--- config.mk ---
export PLATFORM = sky130hd
export DESIGN_NAME = frame_allocator_with_pinning
export DESIGN_NICKNAME = d
export VERILOG_FILES = /design/src/sv/fap_pkg.sv /design/src/sv/fap_free_queue.sv /design/src/sv/fap_owner_ram.sv /design/src/sv/frame_allocator_with_pinning.sv
export SDC_FILE = /design/constraint.sdc
export NUM_CORES = 2
export LEC_CHECK = 0
export ABC_CLOCK_PERIOD_IN_PS = 5100
export BUFFER_PORTS_ARGS = -buffer_cell sky130_fd_sc_hd__buf_2
export CAP_MARGIN = 20
export CELL_PAD_IN_SITES_DETAIL_PLACEMENT = 0
export CELL_PAD_IN_SITES_GLOBAL_PLACEMENT = 2
export CORE_MARGIN = 2
export CORE_UTILIZATION = 45
export DETAILED_ROUTE_END_ITERATION = 8
export GPL_ROUTABILITY_DRIVEN = 0
export PLACE_DENSITY = 0.84
export SLEW_MARGIN = 20
export SYNTH_ARGS = -nofsm -noshare
export SYNTH_HDL_FRONTEND = slang
export SYNTH_SLANG_ARGS = --single-unit
--- constraint.sdc ---
create_clock -name clock -period 5.1 [get_ports clock]
set_clock_uncertainty 0.2 [all_clocks]
set_input_delay 0.765 -clock clock [delete_from_list [all_inputs] [get_ports clock]]
set_output_delay 0.765 -clock clock [all_outputs]
set_load 0.05 [all_outputs]
--- src/sv/fap_pkg.sv ---
// fap_pkg: shared constants and codes of the frame allocator with pinning.
// No dependencies; used through scoped names by the top level.
package fap_pkg;

   localparam int MAX_FRAMES_DEFAULT = 64;
   localparam int PAGE_BITS_DEFAULT  = 20;

   localparam int OPCODE_W      = 3;
   localparam int PAGE_W        = 20;
   localparam int INDEX_W       = 8;
   localparam int STATUS_W      = 2;
   localparam int FRAME_OUT_W   = 6;
   localparam int FAULT_W       = 32;
   localparam int ALLOC_TOTAL_W = 7;
   localparam int FRAME_COUNT_W = 7;

   localparam int REQ_DATA_W = 32;
   localparam int REQ_USER_W = 3;
   localparam int RSP_DATA_W = 72;
   localparam int CSR_ADDR_W = 3;
   localparam int CSR_DATA_W = 32;

   localparam int FRAME_COUNT_RESET = 64;

   // register index, taken from csr_paddr[2]
   localparam logic REG_FRAME_COUNT = 1'b0;

   typedef enum logic [OPCODE_W-1:0] {
      OP_ALLOCATE = 3'd0,
      OP_FREE     = 3'd1,
      OP_PIN      = 3'd2,
      OP_UNPIN    = 3'd3,
      OP_QUERY    = 3'd4
   } opcode_type;

   typedef enum logic [STATUS_W-1:0] {
      ST_OK        = 2'd0,
      ST_NO_FRAME  = 2'd1,
      ST_BAD_INDEX = 2'd2
   } status_type;

endpackage

--- src/sv/fap_free_queue.sv ---
// fap_free_queue: storage of the FIFO free list, one write and one registered read port.
// Entries never written since reset or reconfiguration read as their own position.
// Same-cycle write to the read address is forwarded. No package dependencies.
module fap_free_queue #(
   parameter int MAX_FRAMES = 64
) (
   input  logic                          clock,
   input  logic                          reset,
   input  logic                          clear,
   input  logic                          wr_en,
   input  logic [$clog2(MAX_FRAMES)-1:0] wr_addr,
   input  logic [$clog2(MAX_FRAMES)-1:0] wr_data,
   input  logic                          rd_en,
   input  logic [$clog2(MAX_FRAMES)-1:0] rd_addr,
   output logic [$clog2(MAX_FRAMES)-1:0] rd_data
);

   localparam int IW = $clog2(MAX_FRAMES);

   logic [IW-1:0]         mem [MAX_FRAMES];
   logic [MAX_FRAMES-1:0] written_ff, written_in;
   logic [IW-1:0]         mem_q_ff, rd_addr_ff, fwd_data_ff;
   logic                  fwd_ff, written_q_ff;

   always_comb begin
      written_in = written_ff;
      if (wr_en) begin
         written_in[wr_addr] = 1'b1;
      end
      if (clear) begin
         written_in = '0;
      end
   end

   always_ff @(posedge clock) begin
      if (reset) begin
         written_ff <= '0;
      end else begin
         written_ff <= written_in;
      end
   end

   always_ff @(posedge clock) begin
      if (wr_en) begin
         mem[wr_addr] <= wr_data;
      end
   end

   always_ff @(posedge clock) begin
      if (rd_en) begin
         mem_q_ff     <= mem[rd_addr];
         rd_addr_ff   <= rd_addr;
         fwd_ff       <= wr_en && (wr_addr == rd_addr);
         fwd_data_ff  <= wr_data;
         written_q_ff <= written_in[rd_addr];
      end
   end

   assign rd_data = fwd_ff ? fwd_data_ff : (written_q_ff ? mem_q_ff : rd_addr_ff);

endmodule

--- src/sv/fap_owner_ram.sv ---
// fap_owner_ram: owner page table, one write and one registered read port.
// Same-cycle write to the read address is forwarded. No package dependencies.
module fap_owner_ram #(
   parameter int MAX_FRAMES = 64,
   parameter int PAGE_BITS  = 20
) (
   input  logic                          clock,
   input  logic                          wr_en,
   input  logic [$clog2(MAX_FRAMES)-1:0] wr_addr,
   input  logic [PAGE_BITS-1:0]          wr_data,
   input  logic                          rd_en,
   input  logic [$clog2(MAX_FRAMES)-1:0] rd_addr,
   output logic [PAGE_BITS-1:0]          rd_data
);

   logic [PAGE_BITS-1:0] mem [MAX_FRAMES];
   logic [PAGE_BITS-1:0] mem_q_ff, fwd_data_ff;
   logic                 fwd_ff;

   always_ff @(posedge clock) begin
      if (wr_en) begin
         mem[wr_addr] <= wr_data;
      end
   end

   always_ff @(posedge clock) begin
      if (rd_en) begin
         mem_q_ff    <= mem[rd_addr];
         fwd_ff      <= wr_en && (wr_addr == rd_addr);
         fwd_data_ff <= wr_data;
      end
   end

   assign rd_data = fwd_ff ? fwd_data_ff : mem_q_ff;

endmodule

--- src/sv/frame_allocator_with_pinning.sv ---
// frame_allocator_with_pinning: top level of the physical frame allocator.
// Depends on fap_pkg, fap_free_queue and fap_owner_ram.
//
// Usage:
//   req_* carries one operation per transfer (allocate, free, pin, unpin,
//   query); rsp_* returns exactly one result per request, in order.
//   csr_* is an APB-style port holding frame_count at address 0. Writing it
//   restores the whole allocator to its reset state with the new count;
//   write it only while no request is in flight.
// Pipeline and throughput:
//   A request is registered on acceptance together with its free-list and
//   owner-table reads, is executed once the response register is free or
//   drains, and lands in the response register that drives rsp_tvalid.
//   One request per cycle is sustained with rsp_tready high; the bound is
//   the head pointer, allocation-bit and lowest-victim encoder update.
// Reset:
//   Synchronous. The free list holds frames 0 upward, fault and in-use
//   counts clear, frame_count is 64; no clearing pass, all usable at once.
// Stalls:
//   With rsp_tready low one result waits in the response register and one
//   more request is held in the execute register; req_tready then drops.
module frame_allocator_with_pinning #(
   parameter int MAX_FRAMES = fap_pkg::MAX_FRAMES_DEFAULT,
   parameter int PAGE_BITS  = fap_pkg::PAGE_BITS_DEFAULT
) (
   input  logic                            clock,
   input  logic                            reset,
   input  logic                            req_tvalid,
   output logic                            req_tready,
   // [19:0] page_number, [27:20] frame_index, [31:28] zero
   input  logic [fap_pkg::REQ_DATA_W-1:0]  req_tdata,
   // [2:0] opcode
   input  logic [fap_pkg::REQ_USER_W-1:0]  req_tuser,
   output logic                            rsp_tvalid,
   input  logic                            rsp_tready,
   // [1:0] status, [7:2] frame_out, [8] from_victim, [9] entry_allocated,
   // [10] entry_pinned, [30:11] entry_owner, [62:31] fault_total,
   // [69:63] allocated_total, [71:70] zero
   output logic [fap_pkg::RSP_DATA_W-1:0]  rsp_tdata,
   input  logic                            csr_psel,
   input  logic                            csr_penable,
   input  logic                            csr_pwrite,
   input  logic [fap_pkg::CSR_ADDR_W-1:0]  csr_paddr,
   input  logic [fap_pkg::CSR_DATA_W-1:0]  csr_pwdata,
   output logic [fap_pkg::CSR_DATA_W-1:0]  csr_prdata,
   output logic                            csr_pready
);

   localparam int IW = $clog2(MAX_FRAMES);
   localparam int CW = $clog2(MAX_FRAMES + 1);
   localparam int SW = CW + 1;
   localparam int XW = (CW > fap_pkg::INDEX_W) ? CW : fap_pkg::INDEX_W;
   localparam int FW = (CW > fap_pkg::FRAME_COUNT_W) ? CW : fap_pkg::FRAME_COUNT_W;
   localparam int NEFF_RESET_INT = (fap_pkg::FRAME_COUNT_RESET > MAX_FRAMES) ?
                                   MAX_FRAMES : fap_pkg::FRAME_COUNT_RESET;
   localparam logic [CW-1:0] NEFF_RESET = CW'(NEFF_RESET_INT);
   localparam logic [IW-1:0] LAST_FRAME = IW'(MAX_FRAMES - 1);

   // configuration
   logic                               cfg_wr;
   logic [fap_pkg::FRAME_COUNT_W-1:0]  fc_new;
   logic [CW-1:0]                      neff_new;
   logic [fap_pkg::FRAME_COUNT_W-1:0]  frame_count_ff, frame_count_in;
   logic [CW-1:0]                      neff_ff, neff_in;

   // handshake
   logic accept, exec_fire;
   logic exec_valid_ff, exec_valid_in;
   logic rsp_valid_ff, rsp_valid_in;

   // execute register
   logic [fap_pkg::OPCODE_W-1:0] op_ff;
   logic [fap_pkg::PAGE_W-1:0]   page_ff;
   logic [fap_pkg::INDEX_W-1:0]  idx_ff;

   // allocator state
   logic [IW-1:0]                head_ff, head_in;
   logic [CW-1:0]                count_ff, count_in;
   logic [MAX_FRAMES-1:0]        alloc_ff, alloc_in;
   logic [MAX_FRAMES-1:0]        pin_ff, pin_in;
   logic [fap_pkg::FAULT_W-1:0]  fault_ff, fault_in;
   logic [CW-1:0]                acnt_ff, acnt_in;

   // execute logic
   logic [IW-1:0]         idx_a, tail, q_head_data, victim_idx;
   logic [SW-1:0]         tail_sum;
   logic                  idx_ok, victim_found;
   logic [MAX_FRAMES-1:0] range_mask, victim_mask;
   logic [PAGE_BITS-1:0]  own_rd_data;
   logic                  q_wr_en, own_wr_en;

   fap_pkg::status_type   res_status;
   logic [IW-1:0]         res_frame;
   logic                  res_victim, res_ealloc, res_epin;
   logic [PAGE_BITS-1:0]  res_eowner;

   // response register
   fap_pkg::status_type                   st_ff;
   logic [fap_pkg::FRAME_OUT_W-1:0]       frame_ff;
   logic                                  victim_ff, ealloc_ff, epin_ff;
   logic [fap_pkg::PAGE_W-1:0]            eowner_ff;
   logic [fap_pkg::FAULT_W-1:0]           fault_out_ff;
   logic [fap_pkg::ALLOC_TOTAL_W-1:0]     atot_ff;

   // ---------------- configuration port ----------------
   assign cfg_wr = csr_psel && csr_penable && csr_pwrite && csr_pready &&
                   (csr_paddr[2] == fap_pkg::REG_FRAME_COUNT);
   assign fc_new = csr_pwdata[fap_pkg::FRAME_COUNT_W-1:0];

   always_comb begin
      if (fc_new == '0) begin
         neff_new = CW'(1);
      end else if (FW'(fc_new) > FW'(MAX_FRAMES)) begin
         neff_new = CW'(MAX_FRAMES);
      end else begin
         neff_new = CW'(fc_new);
      end
      frame_count_in = cfg_wr ? fc_new : frame_count_ff;
      neff_in        = cfg_wr ? neff_new : neff_ff;
   end

   assign csr_pready = 1'b1;
   assign csr_prdata = (csr_paddr[2] == fap_pkg::REG_FRAME_COUNT) ?
                       fap_pkg::CSR_DATA_W'(frame_count_ff) : '0;

   // ---------------- handshake ----------------
   assign exec_fire  = exec_valid_ff && (!rsp_valid_ff || rsp_tready);
   assign req_tready = !reset && (!exec_valid_ff || exec_fire);
   assign accept     = req_tvalid && req_tready;
   assign rsp_tvalid = rsp_valid_ff;

   always_comb begin
      exec_valid_in = exec_valid_ff;
      if (accept) begin
         exec_valid_in = 1'b1;
      end else if (exec_fire) begin
         exec_valid_in = 1'b0;
      end
      rsp_valid_in = rsp_valid_ff;
      if (exec_fire) begin
         rsp_valid_in = 1'b1;
      end else if (rsp_tready) begin
         rsp_valid_in = 1'b0;
      end
   end

   // ---------------- memories ----------------
   fap_free_queue #(
      .MAX_FRAMES (MAX_FRAMES)
   ) u_free_queue (
      .clock   (clock),
      .reset   (reset),
      .clear   (cfg_wr),
      .wr_en   (q_wr_en),
      .wr_addr (tail),
      .wr_data (idx_a),
      .rd_en   (accept),
      .rd_addr (head_in),
      .rd_data (q_head_data)
   );

   fap_owner_ram #(
      .MAX_FRAMES (MAX_FRAMES),
      .PAGE_BITS  (PAGE_BITS)
   ) u_owner_ram (
      .clock   (clock),
      .wr_en   (own_wr_en),
      .wr_addr (q_head_data),
      .wr_data (PAGE_BITS'(page_ff)),
      .rd_en   (accept),
      .rd_addr (IW'(req_tdata[27:20])),
      .rd_data (own_rd_data)
   );

   // ---------------- execute ----------------
   assign idx_a    = IW'(idx_ff);
   assign idx_ok   = XW'(idx_ff) < XW'(neff_ff);
   assign tail_sum = SW'(head_ff) + SW'(count_ff);
   assign tail     = (tail_sum >= SW'(MAX_FRAMES)) ? IW'(tail_sum - SW'(MAX_FRAMES)) :
                                                      IW'(tail_sum);

   always_comb begin
      for (int i = 0; i < MAX_FRAMES; i++) begin
         range_mask[i] = CW'(i) < neff_ff;
      end
      victim_mask  = alloc_ff & ~pin_ff & range_mask;
      victim_found = |victim_mask;
      victim_idx   = '0;
      for (int i = MAX_FRAMES - 1; i >= 0; i--) begin
         if (victim_mask[i]) begin
            victim_idx = IW'(i);
         end
      end
   end

   always_comb begin
      head_in    = head_ff;
      count_in   = count_ff;
      alloc_in   = alloc_ff;
      pin_in     = pin_ff;
      fault_in   = fault_ff;
      acnt_in    = acnt_ff;
      q_wr_en    = 1'b0;
      own_wr_en  = 1'b0;
      res_status = fap_pkg::ST_OK;
      res_frame  = '0;
      res_victim = 1'b0;
      res_ealloc = 1'b0;
      res_epin   = 1'b0;
      res_eowner = '0;
      if (exec_fire) begin
         if (op_ff == fap_pkg::OP_ALLOCATE) begin
            fault_in = fault_ff + 1'b1;
            if (count_ff != '0) begin
               head_in                = (head_ff == LAST_FRAME) ? '0 : head_ff + 1'b1;
               count_in               = count_ff - 1'b1;
               alloc_in[q_head_data]  = 1'b1;
               acnt_in                = acnt_ff + 1'b1;
               own_wr_en              = 1'b1;
               res_frame              = q_head_data;
            end else if (victim_found) begin
               res_frame  = victim_idx;
               res_victim = 1'b1;
            end else begin
               res_status = fap_pkg::ST_NO_FRAME;
            end
         end else if (op_ff inside {fap_pkg::OP_FREE, fap_pkg::OP_PIN,
                                    fap_pkg::OP_UNPIN, fap_pkg::OP_QUERY}) begin
            if (!idx_ok) begin
               res_status = fap_pkg::ST_BAD_INDEX;
            end else begin
               case (op_ff)
                  fap_pkg::OP_FREE: begin
                     if (alloc_ff[idx_a]) begin
                        alloc_in[idx_a] = 1'b0;
                        pin_in[idx_a]   = 1'b0;
                        acnt_in         = acnt_ff - 1'b1;
                        count_in        = count_ff + 1'b1;
                        q_wr_en         = 1'b1;
                     end
                  end
                  fap_pkg::OP_PIN: begin
                     pin_in[idx_a] = 1'b1;
                  end
                  fap_pkg::OP_UNPIN: begin
                     pin_in[idx_a] = 1'b0;
                  end
                  fap_pkg::OP_QUERY: begin
                     res_frame  = idx_a;
                     res_ealloc = alloc_ff[idx_a];
                     res_epin   = pin_ff[idx_a];
                     res_eowner = alloc_ff[idx_a] ? own_rd_data : '0;
                  end
                  default: ;
               endcase
            end
         end
      end
      if (cfg_wr) begin
         head_in  = '0;
         count_in = neff_new;
         alloc_in = '0;
         pin_in   = '0;
         fault_in = '0;
         acnt_in  = '0;
      end
   end

   // ---------------- registers ----------------
   always_ff @(posedge clock) begin
      if (reset) begin
         frame_count_ff <= fap_pkg::FRAME_COUNT_W'(fap_pkg::FRAME_COUNT_RESET);
         neff_ff        <= NEFF_RESET;
         exec_valid_ff  <= 1'b0;
         rsp_valid_ff   <= 1'b0;
         head_ff        <= '0;
         count_ff       <= NEFF_RESET;
         alloc_ff       <= '0;
         pin_ff         <= '0;
         fault_ff       <= '0;
         acnt_ff        <= '0;
      end else begin
         frame_count_ff <= frame_count_in;
         neff_ff        <= neff_in;
         exec_valid_ff  <= exec_valid_in;
         rsp_valid_ff   <= rsp_valid_in;
         head_ff        <= head_in;
         count_ff       <= count_in;
         alloc_ff       <= alloc_in;
         pin_ff         <= pin_in;
         fault_ff       <= fault_in;
         acnt_ff        <= acnt_in;
      end
   end

   always_ff @(posedge clock) begin
      if (accept) begin
         op_ff   <= req_tuser[fap_pkg::OPCODE_W-1:0];
         page_ff <= req_tdata[19:0];
         idx_ff  <= req_tdata[27:20];
      end
      if (exec_fire) begin
         st_ff        <= res_status;
         frame_ff     <= fap_pkg::FRAME_OUT_W'(res_frame);
         victim_ff    <= res_victim;
         ealloc_ff    <= res_ealloc;
         epin_ff      <= res_epin;
         eowner_ff    <= fap_pkg::PAGE_W'(res_eowner);
         fault_out_ff <= fault_in;
         atot_ff      <= fap_pkg::ALLOC_TOTAL_W'(acnt_in);
      end
   end

   assign rsp_tdata = {2'b00, atot_ff, fault_out_ff, eowner_ff, epin_ff, ealloc_ff,
                       victim_ff, frame_ff, st_ff};

   // ---------------- assertions ----------------
   a_acnt_matches_bits: assert property (@(posedge clock) disable iff (reset)
      acnt_ff == CW'($countones(alloc_ff)))
      else $error("allocated counter out of step with allocation bits");

   a_frames_conserved: assert property (@(posedge clock) disable iff (reset)
      SW'(count_ff) + SW'(acnt_ff) == SW'(neff_ff))
      else $error("free plus allocated frames differ from frame count");

   a_flags_in_range: assert property (@(posedge clock) disable iff (reset)
      ((alloc_ff | pin_ff) & ~range_mask) == '0)
      else $error("flag set on a frame beyond the frame count");

endmodule

# Yosys cells after proc, flatten, opt, wreduce, memory -nomap -nowiden
# Memory sizes are Yosys's and may differ from the RTL's. A register that Yosys moved wholly into a read port is not among the register bits.
# Cells that the tools add are included.
# word_totals
ff_bits	396
ram_bits	1664
inputBits	77
out_inout_bits	107
elab_cells	323
memories	2
# op_classes
add_sub_neg	8
n_lt_le_gt_ge	74
eq_ne	10
muxes	146
bitwise_logic	15
reduce_logical	40
# memory_table
memory	depth	word_bits	rd	rd_ports_with_merged_regs	wr	line	text
u_owner_ram.mem	64	20	1	1	1	fap_owner_ram.sv:16	logic [PAGE_BITS-1:0] mem [MAX_FRAMES];
u_free_queue.mem	64	6	1	1	1	fap_free_queue.sv:20	logic [IW-1:0] mem [MAX_FRAMES];
# ops
op	n
$mux W64	9
$mux W6	78
$and A64 B64 Y64	4
$lt A6 B7 Y1 const A	32
$or A64 B64 Y64	3
$pmux W64 S3	1
$mux W7	19
$not A64 Y64	2
$lt A5 B7 Y1 const A	16
$mux W32	3
$reduce_or A64 Y1	1
$lt A4 B7 Y1 const A	8
$add A32 B1 Y32 const B	1
$lt A3 B7 Y1 const A	4
$lt A6 B7 Y1 const B	4
$mux W1	26
$mux W20	1
$bmux W1 S6	3
$demux W1 S6	3
$ge A6 B1 Y1 const B	3
$reduce_and A6 Y1	3
$reduce_bool A3 Y1	5
$add A7 B1 Y7 const B	2
$lt A1 B7 Y1 const A	2
28 further kinds	60

# Longest topological paths before layout
# depth
ltp_word	70
depth_mapped	16
depth_no_buf	13

# By module
# Synthesis repeated with hierarchy kept, for this count alone.
# hier_totals
cells_unflattened	5098
area_unflattened_um2	85040.3
# modules_own_cells
mod	n_inst	cells_each	area_per_inst_um2	seq_area_each_um2
fap_owner_ram	1	2298	50652.3	39668.0
fap_free_queue	1	1018	18401.4	13412.9
frame_allocator_with_pinning	1	1782	15986.6	6956.7

# Worst setup path after synthesis
# Ideal clock, no wire load.
# synth_timing
path_kind	input to register
start	input reset
end	register idx_ff[0] in the netlist's numbering, enable pin
setup_ns	0.460
t_arrival_ns	4.011
required_time_ns	4.440
path_slack_ns	0.429
path_stages	3
n_path_buf	1
cell_sequence	clkbuf_1 a21oi_1 and2_1
# synth_between
elab_chain_len	3
# synth_lines
item	line	text
from (decl)	frame_allocator_with_pinning.sv:27	input logic reset,
$logic_not A1 Y1	frame_allocator_with_pinning.sv:128	assign req_tready = !reset && (!exec_valid_ff || exec_fire);
$logic_and A1 B1 Y1	frame_allocator_with_pinning.sv:128	
via req_tready	frame_allocator_with_pinning.sv:29	output logic req_tready,
$logic_and A1 B1 Y1	frame_allocator_with_pinning.sv:129	assign accept = req_tvalid && req_tready;
via accept	frame_allocator_with_pinning.sv:67	logic accept, exec_fire;
to (signal assigned)	frame_allocator_with_pinning.sv:300	idx_ff <= req_tdata[27:20];
to (decl)	frame_allocator_with_pinning.sv:74	logic [fap_pkg::INDEX_W-1:0] idx_ff;
# The timed path passes the listed nets, and every way through them passes these cells.
# A chain may end at the register's enable or synchronous reset.

# Worst setup path in the final report
# layout_timing
start	register idx_ff[1] in the netlist's numbering
end	register u_free_queue.written_q_ff (data pin)
# layout_between
elab_chain_len	12
elab_cells_between_ends	13
classes_between	1 x order compare; 12 x mux
# layout_lines
item	line	text
$bmux W1 S6	frame_allocator_with_pinning.sv:234	if (alloc_ff[idx_a]) begin
$mux W1 (implied by the code)	frame_allocator_with_pinning.sv:234	
$mux W1	frame_allocator_with_pinning.sv:234	
$mux W1	frame_allocator_with_pinning.sv:232	case (op_ff)
$mux W1 *	frame_allocator_with_pinning.sv:229	if (!idx_ok) begin
$mux W1 *	frame_allocator_with_pinning.sv:227	end else if (op_ff inside {fap_pkg::OP_FREE, fap_pkg::OP_PIN,
$mux W1 *	frame_allocator_with_pinning.sv:212	if (op_ff == fap_pkg::OP_ALLOCATE) begin
$mux W1 *	frame_allocator_with_pinning.sv:211	if (exec_fire) begin
$mux W64 *	fap_free_queue.sv:27	if (wr_en) begin
$mux W64 *	fap_free_queue.sv:30	if (clear) begin
$bmux W1 S6 *	fap_free_queue.sv:55	written_q_ff <= written_in[rd_addr];
$mux W1 (implied by the code) *	fap_free_queue.sv:55	
to (signal assigned)	fap_free_queue.sv:55	
to (decl)	fap_free_queue.sv:23	logic fwd_ff, written_q_ff;
# Every way passes the cells marked *; elsewhere a longest branch is shown, timed or not. The select of a mux whose other input is x is not followed.

==> metrics.yaml <==
status:
  status: "finished clean"
power:
  power_density_mw_per_mm2: 366
  ir_drop_uv: 369
  power_w: 0.0354
  p_leak_nw: 31.4
setup_path:
  worstPathMaxFanout: 23
  end_kind: "flop"
  critical_path_class: "flop to flop"
  critPathArrivalTime_ns: 5.09
  start_kind: "flop"
  cp.required_ns: 5.46
global_routing:
  grt_remaining_overflow: 0
  grt_max_degree: 145
  antenna_found_initial: 6
  grtUsageTotal: 0.233
  grt_pass1_wl_um: 330000
  grt_pass1_vias: 48500
timing:
  fmax_ghz: 0.211
  period_needed_ns: 4.73
  hold_ws_ns: 0.0924
  maxSlewHeadroom: 0.341
  final-setup-viol-count: 0
  worst_pin_slew_ns: 0.985
  rsz0062_at_grt: "false"
  fin_crit_sh: 0.928
  fin_tns_setup_ns: 0
  final_max_slew_viol_count: 0
  final_hold_viol_count: 0
floorplanning:
  die_x_um: 438
  die_area_mm2: 0.192
  initial_core_util: 0.452
  dieHeight_um: 438
  io_pins: 184
  core_mm2: 0.187
  placementRows: 159
yosys:
  synth_top_area_cell: "edfxtp_1"
  syn_avg_cell_area_um2: 15.9
  synth_edf_count: 1826
  yosysMostFrequentCell: "edfxtp_1"
  syn_area_mm2: 0.0847
  synth-main-ff-cell: "edfxtp_1"
  synth_cell_types: 94
  ys_ff_latch: 2086
  async_flop_share: 0
  ys_warn_count: 0
  synthTopCellsByArea: "edfxtp_1 65%, mux4_2 11%, dfxtp_1 6.1%, nand2_1 2.5%, nor2_1 2.0%"
  syn-instance-count: 5314
  seq_area_frac_synth: 0.709
  synth_commonest_cells: "1826 x edfxtp_1, 566 x nand2_1, 452 x nor2_1"
  synth.top_cell.area_share: 0.647
place:
  port_buffers: 124
  placed_area_mm2: 0.0896
  post-dp-hpwl_um: 136000
final_layout:
  drive_gt1_frac: 0.210
  layout.nets: 5722
  area_growth_pct: 14.2
  final_area_mm2: 0.0968
  final_core_utilization: 0.516
clock_tree:
  cts_root_buf: "clkbuf_16"
  tritoncts: "done"
  cts_sinks: 2086
  postCtsSetupBuffers: 0
  cts_buffers: 205
  cts.repair.resized: 0
  htree_num_levels: 4
  cts_hold_buf: 31
  clk_latency_ns: 0.89
  clock_path_buffers: 3
  path_clk_slew_ns: 0.07
routing:
  drcViolationCount: 0
  ant_nets: 0
  vias_per_cell: 6.00
  drt-wirelength-per-cell_um: 27.3
  first_iter_violations: 5982
  routed_wirelength_um: 226000
  first_pass_iters: 6
  vias: 49700
flow_run:
  cap_violations: 0
worst_hold_path:
  hold_path_class: "input pin to flop"
[per-layer routing]
metal	global-route usage	vias to the layer above	wire [um]
li1	-	21400	-
met1	0.329	25700	93700
met2	0.370	2248	108000
met3	0.0413	344	18200
met4	0.0743	2	6940
met5	0	-	13
[cells by family after synthesis]
| family | synth area share |
|---|---|
| AO/OA/AOI/OAI | 0.0648 |
| XOR/XNOR | 0.00673 |
| adder cells (fa/ha/maj) | 0.00343 |
| buffers and inverters | 0.0196 |
| flip-flops | 0.709 |
| multiplexers | 0.120 |
| other | 0.0000886 |
| AND/OR/NAND/NOR | 0.0772 |
[critical path, cell delays in order (launching register included)]
cell and delay, ns:
edfxtp_1 0.85, buf_4 0.30, nor2b_1 0.14, a221oi_1 0.33, o22a_1 0.19, o211a_1 0.19, nand4_4 0.43, buf_4 0.39
nand2_1 0.21, nor2_1 0.08, or4_1 0.39, o211ai_1 0.11, o2111ai_1 0.18, or4_1 0.42
[through the flow]
stage	cells	setup WS, ns
floorplan	5340	0.429
global placement	7879	0.486
detailed placement	7879	0.431
CTS	8284	0.449
global route	8285	0.110
finish	8290	0.366
[sequential cells by signal, indices dropped and copies added (netlist names), 8 cells and up, named ones only]
register and flops:
u_owner_ram.mem_q_ff 20, u_free_queue.written_ff 64, fault_ff 32, u_free_queue.mem 384
u_owner_ram.mem 1280, u_owner_ram.fwd_data_ff 20, idx_ff 8, page_ff 20
eowner_ff 20, fault_out_ff 32, alloc_ff 64
[power by group]
| group | switching (W) | internal [W] |
|---|---|---|
| Combinational | 0.00106 | 0.000554 |
| Clock | 0.00662 | 0.00859 |
| Sequential | 0.0000342 | 0.0186 |
[layout by cell type, fill, tap and decap left out, types with 17 or more instances in the layout]
master	netlist	routed
conb_1	2	28
nor2_1	452	387
buf_2	35	120
and2_1	18	17
buf_12	0	26
nand2_1	566	564
clkbuf_1	221	23
nand3b_1	17	17
a22oi_1	39	39
mux4_2	424	424
inv_1	42	41
nor2_2	0	64
o211ai_1	17	17
xor2_1	28	28
a21oi_1	220	220
dlygate4sd3_1	0	31
o21a_1	31	31
xnor2_1	34	34
edfxtp_1	1826	1826
o21ai_0	135	135
a311oi_1	82	82
nand4_1	18	18
clkinv_2	0	34
nand2b_1	32	31
a31oi_1	32	32
nand3_1	87	87
a211oi_1	66	66
nor3_1	69	63
mux2i_1	49	48
and3_1	93	93
buf_4	35	232
clkbuf_16	0	205
o31ai_1	22	22
dfxtp_1	260	260
clkinv_1	1	53
bufinv_16	0	22
a311o_1	24	24
nor2b_1	44	44
ha_1	20	20
[final timing paths]
kind	startpoint	depth (start not counted)	slack, ns	to
worst max-delay path	idx_ff[1]$_DFFE_PP_	13	0.37	u_free_queue.written_q_ff$_DFFE_PP_
worst min-delay path	csr_pwdata[3]	3	0.09	frame_count_ff[3]$_SDFFE_PP0P_
worst max register to register	idx_ff[1]$_DFFE_PP_	13	0.37	u_free_queue.written_q_ff$_DFFE_PP_
worst min register to register	frame_count_ff[6]$_SDFFE_PP1P_	2	0.26	frame_count_ff[6]$_SDFFE_PP1P_
[area by class of cell]
type	count	area (um^2)
Antenna cell	5	12.5
Clock buffer	232	5270
Clock inverter	142	1540
Fill cell	15100	90600
Inverter	48	186
Multi-Input combinational cell	2870	23400
Sequential cell	2086	60000
Tap cell	2495	3120
Timing Repair Buffer	412	3210
No activity file was read; power rests on OpenSTA's default activity.
